File: src/rtl/servo_sweep_pwm_assert.svh
// assertion macros for the servo sweep pwm block
// no dependencies, included by the top level
`ifndef SERVO_SWEEP_PWM_ASSERT_SVH
`define SERVO_SWEEP_PWM_ASSERT_SVH

// same-cycle implication, disabled during reset
`define SSP_ASSERT_IMPL(label, clk, rstn, ante, cons) \
    label: assert property (@(posedge clk) disable iff (!(rstn)) (ante) |-> (cons)) \
        else $error("assertion failed");

// next-cycle implication, disabled during reset
`define SSP_ASSERT_NEXT(label, clk, rstn, ante, cons) \
    label: assert property (@(posedge clk) disable iff (!(rstn)) (ante) |=> (cons)) \
        else $error("assertion failed");

`endif

File: src/rtl/ssp_pkg.sv
// shared types and constants for the servo sweep pwm block
// no dependencies
`timescale 1ns / 1ps

package ssp_pkg;

    localparam int unsigned VAL_W = 16;
    localparam int unsigned ADDR_W = 3;
    localparam int unsigned S_DATA_W = 8;
    localparam int unsigned M_DATA_W = 40;

    localparam logic [VAL_W-1:0] RST_PERIOD_TOP = 16'd21352;
    localparam logic [VAL_W-1:0] RST_WIDTH_MIN = 16'd1068;
    localparam logic [VAL_W-1:0] RST_WIDTH_MAX = 16'd2135;
    localparam logic [VAL_W-1:0] RST_DELAY_LOW = 16'd500;
    localparam logic [VAL_W-1:0] RST_DELAY_HIGH = 16'd5000;
    localparam logic [VAL_W-1:0] RST_DELAY_STEP = 16'd500;
    localparam logic [VAL_W-1:0] RST_DELAY_NOW = 16'd500;

    typedef enum logic [ADDR_W-1:0] {
        REG_PERIOD_TOP = 3'd0,
        REG_WIDTH_MIN  = 3'd1,
        REG_WIDTH_MAX  = 3'd2,
        REG_DELAY_LOW  = 3'd3,
        REG_DELAY_HIGH = 3'd4,
        REG_DELAY_STEP = 3'd5
    } ssp_reg_t;

    typedef struct packed {
        logic             sweeping_up;
        logic [VAL_W-1:0] step_delay;
        logic [VAL_W-1:0] pulse_width;
        logic             pwm_level;
    } ssp_result_t;

endpackage

File: src/rtl/ssp_core.sv
// configuration registers, sweep state and per-tick update logic
// depends on ssp_pkg
`timescale 1ns / 1ps

module ssp_core (
    input  logic                       aclk,
    input  logic                       aresetn,
    input  logic                       cfg_wr_en,
    input  logic [ssp_pkg::ADDR_W-1:0] cfg_addr,
    input  logic [ssp_pkg::VAL_W-1:0]  cfg_wdata,
    input  logic                       tick,
    input  logic                       dir_press,
    input  logic                       speed_press,
    output ssp_pkg::ssp_result_t       result
);

    logic [ssp_pkg::VAL_W-1:0] period_top_reg, width_min_reg, width_max_reg;
    logic [ssp_pkg::VAL_W-1:0] delay_low_reg, delay_high_reg, delay_step_reg;

    logic [ssp_pkg::VAL_W-1:0] period_count_reg, period_count_next;
    logic [ssp_pkg::VAL_W-1:0] width_now_reg, width_now_next;
    logic [ssp_pkg::VAL_W-1:0] delay_now_reg, delay_now_next;
    logic [ssp_pkg::VAL_W-1:0] wait_count_reg, wait_count_next;
    logic                      going_up_reg, going_up_next;
    logic                      delay_rising_reg, delay_rising_next;

    logic                      going_mid;
    logic signed [17:0]        delay_sum;
    logic                      step_due;
    logic [16:0]               width_inc;
    logic signed [17:0]        width_dec;

    // configuration writes
    always_ff @(posedge aclk) begin
        if (!aresetn) begin
            period_top_reg <= ssp_pkg::RST_PERIOD_TOP;
            width_min_reg  <= ssp_pkg::RST_WIDTH_MIN;
            width_max_reg  <= ssp_pkg::RST_WIDTH_MAX;
            delay_low_reg  <= ssp_pkg::RST_DELAY_LOW;
            delay_high_reg <= ssp_pkg::RST_DELAY_HIGH;
            delay_step_reg <= ssp_pkg::RST_DELAY_STEP;
        end else if (cfg_wr_en) begin
            case (cfg_addr)
                ssp_pkg::REG_PERIOD_TOP: period_top_reg <= cfg_wdata;
                ssp_pkg::REG_WIDTH_MIN:  width_min_reg  <= cfg_wdata;
                ssp_pkg::REG_WIDTH_MAX:  width_max_reg  <= cfg_wdata;
                ssp_pkg::REG_DELAY_LOW:  delay_low_reg  <= cfg_wdata;
                ssp_pkg::REG_DELAY_HIGH: delay_high_reg <= cfg_wdata;
                ssp_pkg::REG_DELAY_STEP: delay_step_reg <= cfg_wdata;
                default: ;
            endcase
        end
    end

    always_comb begin
        going_mid = going_up_reg ^ dir_press;

        // step delay change on speed press
        delay_now_next    = delay_now_reg;
        delay_rising_next = delay_rising_reg;
        if (delay_rising_reg) begin
            delay_sum = $signed({2'b00, delay_now_reg}) + $signed({2'b00, delay_step_reg});
        end else begin
            delay_sum = $signed({2'b00, delay_now_reg}) - $signed({2'b00, delay_step_reg});
        end
        if (speed_press) begin
            if (delay_sum >= $signed({2'b00, delay_high_reg})) begin
                delay_now_next    = delay_high_reg;
                delay_rising_next = 1'b0;
            end else if (delay_sum <= $signed({2'b00, delay_low_reg})) begin
                delay_now_next    = delay_low_reg;
                delay_rising_next = 1'b1;
            end else begin
                delay_now_next = delay_sum[ssp_pkg::VAL_W-1:0];
            end
        end

        // sweep step when the wait is over
        step_due        = wait_count_reg >= delay_now_next;
        wait_count_next = step_due ? '0 : wait_count_reg + 16'd1;
        width_inc       = {1'b0, width_now_reg} + 17'd1;
        width_dec       = $signed({2'b00, width_now_reg}) - 18'sd1;
        width_now_next  = width_now_reg;
        going_up_next   = going_mid;
        if (step_due) begin
            if (going_mid) begin
                if (width_inc >= {1'b0, width_max_reg}) begin
                    width_now_next = width_max_reg;
                    going_up_next  = 1'b0;
                end else begin
                    width_now_next = width_inc[ssp_pkg::VAL_W-1:0];
                end
            end else begin
                if (width_dec <= $signed({2'b00, width_min_reg})) begin
                    width_now_next = width_min_reg;
                    going_up_next  = 1'b1;
                end else begin
                    width_now_next = width_dec[ssp_pkg::VAL_W-1:0];
                end
            end
        end

        period_count_next = (period_count_reg >= period_top_reg) ? '0
                                                                  : period_count_reg + 16'd1;

        result.pwm_level   = period_count_reg < width_now_next;
        result.pulse_width = width_now_next;
        result.step_delay  = delay_now_next;
        result.sweeping_up = going_up_next;
    end

    always_ff @(posedge aclk) begin
        if (!aresetn) begin
            period_count_reg <= '0;
            width_now_reg    <= ssp_pkg::RST_WIDTH_MIN;
            going_up_reg     <= 1'b1;
            delay_now_reg    <= ssp_pkg::RST_DELAY_NOW;
            delay_rising_reg <= 1'b1;
            wait_count_reg   <= '0;
        end else if (tick) begin
            period_count_reg <= period_count_next;
            width_now_reg    <= width_now_next;
            going_up_reg     <= going_up_next;
            delay_now_reg    <= delay_now_next;
            delay_rising_reg <= delay_rising_next;
            wait_count_reg   <= wait_count_next;
        end
    end

endmodule

File: src/rtl/servo_sweep_pwm.sv
// Servo PWM generator with a self-sweeping pulse width. Each input item is one
// timer tick; one result item per tick goes to the result register, and a new
// item is taken every cycle while s_tready is high. The whole tick update runs
// between the sweep state registers and the result register; a skid register
// behind the result register keeps s_tready registered, so a stall on the
// result side costs at most one extra item of buffering before s_tready drops.
// depends on ssp_pkg, ssp_core and servo_sweep_pwm_assert.svh
`timescale 1ns / 1ps
`include "servo_sweep_pwm_assert.svh"

module servo_sweep_pwm (
    input  logic                         aclk,
    input  logic                         aresetn,
    input  logic                         cfg_wr_en,
    input  logic [ssp_pkg::ADDR_W-1:0]   cfg_addr,
    input  logic [ssp_pkg::VAL_W-1:0]    cfg_wdata,
    input  logic                         s_tvalid,
    output logic                         s_tready,
    // dir_press, speed_press, zero pad
    input  logic [ssp_pkg::S_DATA_W-1:0] s_tdata,
    output logic                         m_tvalid,
    input  logic                         m_tready,
    // pwm_level, pulse_width, step_delay, sweeping_up, zero pad
    output logic [ssp_pkg::M_DATA_W-1:0] m_tdata
);

    logic                 accept;
    ssp_pkg::ssp_result_t core_res;
    ssp_pkg::ssp_result_t out_reg, out_next, skid_reg, skid_next;
    logic                 out_valid_reg, out_valid_next;
    logic                 skid_valid_reg, skid_valid_next;

    assign accept = s_tvalid && s_tready;

    ssp_core u_core (
        .aclk        (aclk),
        .aresetn     (aresetn),
        .cfg_wr_en   (cfg_wr_en),
        .cfg_addr    (cfg_addr),
        .cfg_wdata   (cfg_wdata),
        .tick        (accept),
        .dir_press   (s_tdata[0]),
        .speed_press (s_tdata[1]),
        .result      (core_res)
    );

    // output register with skid
    always_comb begin
        out_next        = out_reg;
        skid_next       = skid_reg;
        out_valid_next  = out_valid_reg;
        skid_valid_next = skid_valid_reg;
        if (!out_valid_reg || m_tready) begin
            if (skid_valid_reg) begin
                out_next       = skid_reg;
                out_valid_next = 1'b1;
            end else begin
                out_next       = core_res;
                out_valid_next = accept;
            end
            skid_valid_next = 1'b0;
        end else if (accept) begin
            skid_next       = core_res;
            skid_valid_next = 1'b1;
        end
    end

    always_ff @(posedge aclk) begin
        if (!aresetn) begin
            out_valid_reg  <= 1'b0;
            skid_valid_reg <= 1'b0;
        end else begin
            out_valid_reg  <= out_valid_next;
            skid_valid_reg <= skid_valid_next;
        end
    end

    always_ff @(posedge aclk) begin
        out_reg  <= out_next;
        skid_reg <= skid_next;
    end

    assign s_tready = !skid_valid_reg;
    assign m_tvalid = out_valid_reg;
    assign m_tdata  = {6'd0, out_reg};

    `SSP_ASSERT_IMPL(a_skid_behind_out, aclk, aresetn, skid_valid_reg, out_valid_reg)
    `SSP_ASSERT_NEXT(a_skid_fill_on_stall, aclk, aresetn,
        accept && out_valid_reg && !m_tready, skid_valid_reg)
    `SSP_ASSERT_NEXT(a_skid_drain, aclk, aresetn,
        skid_valid_reg && m_tready, !skid_valid_reg && out_valid_reg)

endmodule
File: config.mk
export PLATFORM = sky130hd
export DESIGN_NAME = servo_sweep_pwm
export DESIGN_NICKNAME = d
export VERILOG_FILES = /design/src/rtl/ssp_pkg.sv /design/src/rtl/ssp_core.sv /design/src/rtl/servo_sweep_pwm.sv
export VERILOG_INCLUDE_DIRS = /design/src /design/src/rtl
export SDC_FILE = /design/constraint.sdc
export NUM_CORES = 1
export LEC_CHECK = 0
export BUFFER_PORTS_ARGS = -buffer_cell sky130_fd_sc_hd__buf_2
export CORE_UTILIZATION = 60
export DETAILED_ROUTE_END_ITERATION = 16
export HOLD_SLACK_MARGIN = 0.08
export PLACE_DENSITY = 0.78
export SETUP_SLACK_MARGIN = 0.02
export SKIP_CTS_REPAIR_TIMING = 1
export SLEW_MARGIN = 20
export SYNTH_ARGS = -nofsm -noshare
export SYNTH_HDL_FRONTEND = slang
export SYNTH_SLANG_ARGS = --single-unit
File: constraint.sdc
create_clock -name aclk -period 19.35 [get_ports aclk]
set_input_delay 3.87 -clock aclk [delete_from_list [all_inputs] [get_ports aclk]]
set_output_delay 3.87 -clock aclk [all_outputs]
set_load 0.01 [all_outputs]
=== Yosys cells after proc, flatten, opt, wreduce, memory -nomap -nowiden ===
Cells that the tools add are included.

* Input bits: 32
* Bits in registers: 232
* Word-level logic and storage cells: 76

* Bitwise operators: 3
* Muxes and demuxes: 18
* Equality and inequality tests: 5
* Add/subtract/negate cells: 6
* Reduce and logical (&&, ||, !) cells: 15
* Order comparisons: 7

{| class="wikitable"
|+ Operators with widths
! kind !! count
|-
| 2-to-1 mux 16 bit || 9
|-
| <= comparator 18 x 17 -> 1 bit || 2
|-
| 2-to-1 mux 34 bit || 1
|-
| adder 16 x 1 -> 16 bit, second input constant || 2
|-
| >= comparator 16 bit || 2
|-
| >= comparator 18 x 17 -> 1 bit || 1
|-
| 2-to-1 mux 18 bit || 1
|-
| adder 16 x 1 -> 17 bit, second input constant || 1
|-
| adder 16 x 16 -> 17 bit || 1
|-
| >= comparator 17 x 16 -> 1 bit || 1
|-
| subtractor 16 x 1 -> 17 bit, second input constant || 1
|-
| subtractor 16 x 16 -> 17 bit || 1
|-
| less-than comparator 16 bit || 1
|-
| AND reduction 2 bit || 7
|-
| 2-to-1 mux 1 bit || 7
|-
| equality test 3 x 2 -> 1 bit, second input constant || 2
|-
| equality test 3 bit, second input constant || 2
|-
| equality test 3 x 1 -> 1 bit, second input constant || 1
|-
| zero test 3 bit || 1
|-
| AND reduction 3 bit || 1
|-
| zero test 1 bit || 2
|-
| inverter 1 bit || 2
|-
| nonzero test 2 bit || 1
|-
| OR reduction 2 bit || 1
|-
| 3 further kinds || 3
|}

=== Longest topological paths before layout ===
* Word-level depth: 10
* Mapped depth: 40
* Mapped depth without buffers: 37

=== By module ===
A second synthesis with hierarchy kept.

* Cell total of the unflattened synthesis: 1768
* Area, all modules: 15150.8 um^2

{| class="wikitable"
|+ By module, submodules not included
! module !! cells each !! area each (um^2) !! instances !! sequential area each (um^2)
|-
| ssp_core || 1646 || 12490.7 || 1 || 3243.1
|-
| servo_sweep_pwm || 122 || 2660.1 || 1 || 2082.0
|}

=== Least setup slack after synthesis ===
No wires, ideal clock.

* Path kind: input-to-reg
* Start point: input port s_tdata[1] in the netlist's numbering
* End point: register out_reg (netlist bit m_tdata[0]), data pin
* Slack: 11.245 ns
* Path buffers: 4
* Arrival time: 7.936 ns
* Stages on the path: 21
* Cells stage by stage: clkbuf_1 clkbuf_1 nor2_1 a31o_2 ha_1 a21o_1 a21o_1 a2111o_1 or3_1 and2_1 buf_2 buf_4 mux2i_1 ha_1 a21oi_1 nor2b_1 o21ai_0 nand2b_1 a211oi_1 o21ai_0 o31ai_1

* Word-level cells in the longest chain between the ends: 5

{| class="wikitable"
|+ Ends and longest elaborated chain
! item !! RTL line !! text
|-
| from (decl) || servo_sweep_pwm.sv:20 || <nowiki>input logic [ssp_pkg::S_DATA_W-1:0] s_tdata,</nowiki>
|-
| 2-to-1 mux 16 bit || ssp_core.sv:66 || <nowiki>if (speed_press) begin</nowiki>
|-
| >= comparator 16 bit || ssp_core.sv:79 || <nowiki>step_due = wait_count_reg >= delay_now_next;</nowiki>
|-
| 2-to-1 mux 16 bit || ssp_core.sv:85 || <nowiki>if (step_due) begin</nowiki>
|-
| less-than comparator 16 bit || ssp_core.sv:106 || <nowiki>result.pwm_level = period_count_reg < width_now_next;</nowiki>
|-
| 2-to-1 mux 34 bit || servo_sweep_pwm.sv:54 || <nowiki>if (skid_valid_reg) begin</nowiki>
|-
| to (signal assigned) || servo_sweep_pwm.sv:79 || <nowiki>out_reg <= out_next;</nowiki>
|-
| to (decl) || servo_sweep_pwm.sv:29 || <nowiki>ssp_pkg::ssp_result_t out_reg, out_next, skid_reg, skid_next;</nowiki>
|}

No other way between the ends.
A chain may end at the register's enable or synchronous reset.

=== Worst setup path after layout ===
* Start point: register u_core.delay_now_reg[0] in the netlist's numbering
* End point: register out_reg (netlist bit m_tdata[0]), data pin

* Word-level cells in the longest chain between the ends: 10
* Elaborated cells between the ends (all ways): 12
* Those cells by class: 2 x add/sub; 4 x order compare; 6 x mux

{| class="wikitable"
|+ Ends and longest elaborated chain
! item !! RTL line !! text
|-
| from (decl) || ssp_core.sv:22 || <nowiki>logic [ssp_pkg::VAL_W-1:0] delay_now_reg, delay_now_next;</nowiki>
|-
| from (signal assigned) || ssp_core.sv:117 || <nowiki>delay_now_reg <= ssp_pkg::RST_DELAY_NOW;</nowiki>
|-
| from (signal assigned) || ssp_core.sv:124 || <nowiki>delay_now_reg <= delay_now_next;</nowiki>
|-
| subtractor 16 x 16 -> 17 bit or adder 16 x 16 -> 17 bit (tied branches) || ssp_core.sv:64, ssp_core.sv:62 ||
|-
| 2-to-1 mux 18 bit || ssp_core.sv:61 || <nowiki>if (delay_rising_reg) begin</nowiki>
|-
| <= comparator 18 x 17 -> 1 bit || ssp_core.sv:70 || <nowiki>end else if (delay_sum <= $signed({2'b00, delay_low_reg})) begin</nowiki>
|-
| 2-to-1 mux 16 bit || ssp_core.sv:70 ||
|-
| 2-to-1 mux 16 bit || ssp_core.sv:67 || <nowiki>if (delay_sum >= $signed({2'b00, delay_high_reg})) begin</nowiki>
|-
| 2-to-1 mux 16 bit * || ssp_core.sv:66 ||
|-
| >= comparator 16 bit * || ssp_core.sv:79 ||
|-
| 2-to-1 mux 16 bit * || ssp_core.sv:85 ||
|-
| less-than comparator 16 bit * || ssp_core.sv:106 ||
|-
| 2-to-1 mux 34 bit * || servo_sweep_pwm.sv:54 ||
|}

Mark *: on every way between the ends. The rest lies on a longest branch, timed or not.

==> reports/results.ini <==
[place]
dp.cells = 2066
placed_cell_area_um2 = 15500
dp_slack_ns = 9.96
port_buffers = 61
place_hpwl_mm = 29.6
place_congestion = 0.957

[synthesis]
ys_seq_elements = 232
synthArstFlopShare_pct = 0
synthFlopType = dfxtp_1
synthDistinctLibCells = 88
yosys_warnings = 0
ys_seq_area_share_pct = 35.3
syn_area_um2 = 15100
synth-edff-count = 68
yosysTopAreaCell = dfxtp_1
synth_top_area_share_pct = 21.7
synthCells = 1760
synthTopCellsByArea = dfxtp_1 (22%), edfxtp_1 (14%), ha_1 (12%)
yosysMostFrequentCell = nand2_1
synth_common_cells = nand2_1 (281), dfxtp_1 (164), ha_1 (147)
syn_avg_cell_area_um2 = 8.58

[timing]
worst_slack_ns = 9.78
hold-worst-slack_ns = 0.473
setup_viol_count_final = 0
slew_viol_final = 0
rsz0062_at_grt = false
max_freq_mhz = 104
hold_violations = 0
fin_tns_setup_ns = 0
fin_skew_ns = 0.0122
worst_slew_pin_slew_ns = 1.09
min_period_ns = 9.57
max_slew_margin_pct = 26.8
period_share_pct = 49.5

[floorplan]
die_x_um = 161
core-area_um2 = 24500
rows = 57
die_y_um = 161
ios = 74
start_util_pct = 61.5
dieArea_um2 = 25800

[power_and_ir_drop]
power.share.combinational_pct = 39.5
p_clk_share_pct = 29.2
irDropWorstVdd_mv = 0.0735
switching_share_pct = 37.8
p_leak_nw = 7.14
switching_power_w = 0.000698
seqPwrFrac_pct = 31.3
p_int_w = 0.00115
power.density_nw_per_um2 = 113

[critical_path]
max_stage_delay_ns = 0.87
critical_path_class = flop to flop
worstSetupEndpointType = flop
cp.arrival_ns = 9.93
cp_slowest_cell = nor2_1
reg2reg_depth = 36
cp-start-kind = flop
crit_path_max_fanout = 18
r2r-start = u_core.delay_now_reg[0]
required_ns = 19.71
crit_start = u_core.delay_now_reg[0]

[cts]
cts_made_buffers = 25
clk-insertion-delay-late_ns = 0.55
htreeDepth = 1
tritoncts = built
root_buffer = clkbuf_16
cts_buffer_depth = 3
cts.clk_slew.worst_paths_ns = 0.06
clkSinkCount = 232

[final_layout]
seq_area_um2 = 5330
multi_input_area_um2 = 8850
nNetsFinal = 1951
fill_cells = 2039
drive_above_1_share_pct = 10.0
stdcell_area_um2 = 16400
diodes = 0
area_growth_pct = 8.88
instances_no_fill = 2113

[grt]
grtUsageMet1_pct = 38.8
met2_usage_pct = 52.9
grt_antenna_before_repair = 0
grt.met3_usage_pct = 3.00
grt_overflow = 0
grt_pass1_vias = 12300
grt-busiest-layer = met2
grt_max_degree = 93
grt_pass1_wl_mm = 64.5
grt_usage_pct = 31.5

[job]
drv_cap = 0

[detailed_routing]
routed_via_density = 6.10
first_pass_iters = 5
routed_wl_mm = 40.4
drtIter0Drc = 1157
antenna_left = 0
route.detailed.drc = 0
dr_total_vias = 12900
routedWlPerCell_um = 19.1

[min_path]
min_delay_path_depth = 2
hp-class = flop to flop
hold_start = u_core.period_top_reg[10]

[status]
status = finished clean

## kinds of logic after synthesis
group / Yosys count / synth area share (%)
AOI/OAI and AO/OA: 398 / 18.7
xor gates and xnor gates: 72 / 4.18
adders and majority gates: 149 / 12.4
buffers and inverters: 232 / 6.43
DFF: 232 / 35.3
muxes: 67 / 4.57
other: 1 / 0.0248
and+or+nand+nor: 609 / 18.4
## area by class of cell
cell class / instances / area share (%)
multi-input cells: 1301 / 53.8
flip-flops and latches: 232 / 32.4
clock buffers: 37 / 4.76
inverters: 136 / 3.11
well taps: 324 / 2.47
repair buffers: 74 / 2.45
clock inverters: 9 / 0.997
## stage by stage
stage,util [%],power (W)
2_1_floorplan,-,0.00112
3_3_place_gp,63.1,0.00129
3_5_place_dp,63.1,0.00130
4_1_cts,67.0,0.00184
5_1_grt,67.0,0.00195
6_report,67.0,0.00185
## placed cells by master (no fill, tap or decap), drive strengths merged, types with 21 or more instances in the layout
cell type / n
nor2: 137
clkbuf: 37
buf: 74
inv: 136
dfxtp: 164
a21boi: 67
o211ai: 47
nand2: 281
ha: 147
edfxtp: 68
a21oi: 57
o21ai: 79
nor3: 21
xor2: 37
a31oi: 38
nand3: 46
xnor2: 35
mux2i: 58
## worst max-delay path, delay by kind of cell, from the launching register on
kind	cells	cell delay, ns
compound gates	16	3.98
flops	1	0.33
simple gates	8	2.22
buf+inv	5	0.58
xor+xnor	1	0.25
fa+ha+maj	5	1.57
mux	1	0.43
## metal layers
metal | up-vias | routed length (µm)
li1 | 6165 | -
met1 | 6087 | 16500
met2 | 498 | 19100
met3 | 149 | 2160
met4 | 0 | 2640
met5 | - | 0
## power groups by stage
stage | clock [W] | sequential, W | combinational [W]
after floorplan | 0 | 0.000586 | 0.000530
after global placement | 0 | 0.000588 | 0.000705
after detailed placement | 0 | 0.000590 | 0.000715
after CTS | 0.000544 | 0.000579 | 0.000719
after global routing | 0.000566 | 0.000584 | 0.000796
final | 0.000540 | 0.000580 | 0.000730
## worst paths after layout
check                                   end  slack (ns)
setup / recovery                 m_tdata[0]        9.78
hold / removal    u_core.period_top_reg[10]        0.47
setup reg to reg                 m_tdata[0]        9.78
hold reg to reg   u_core.period_top_reg[10]        0.47
Note: power is estimated with default switching activity, not from simulation.
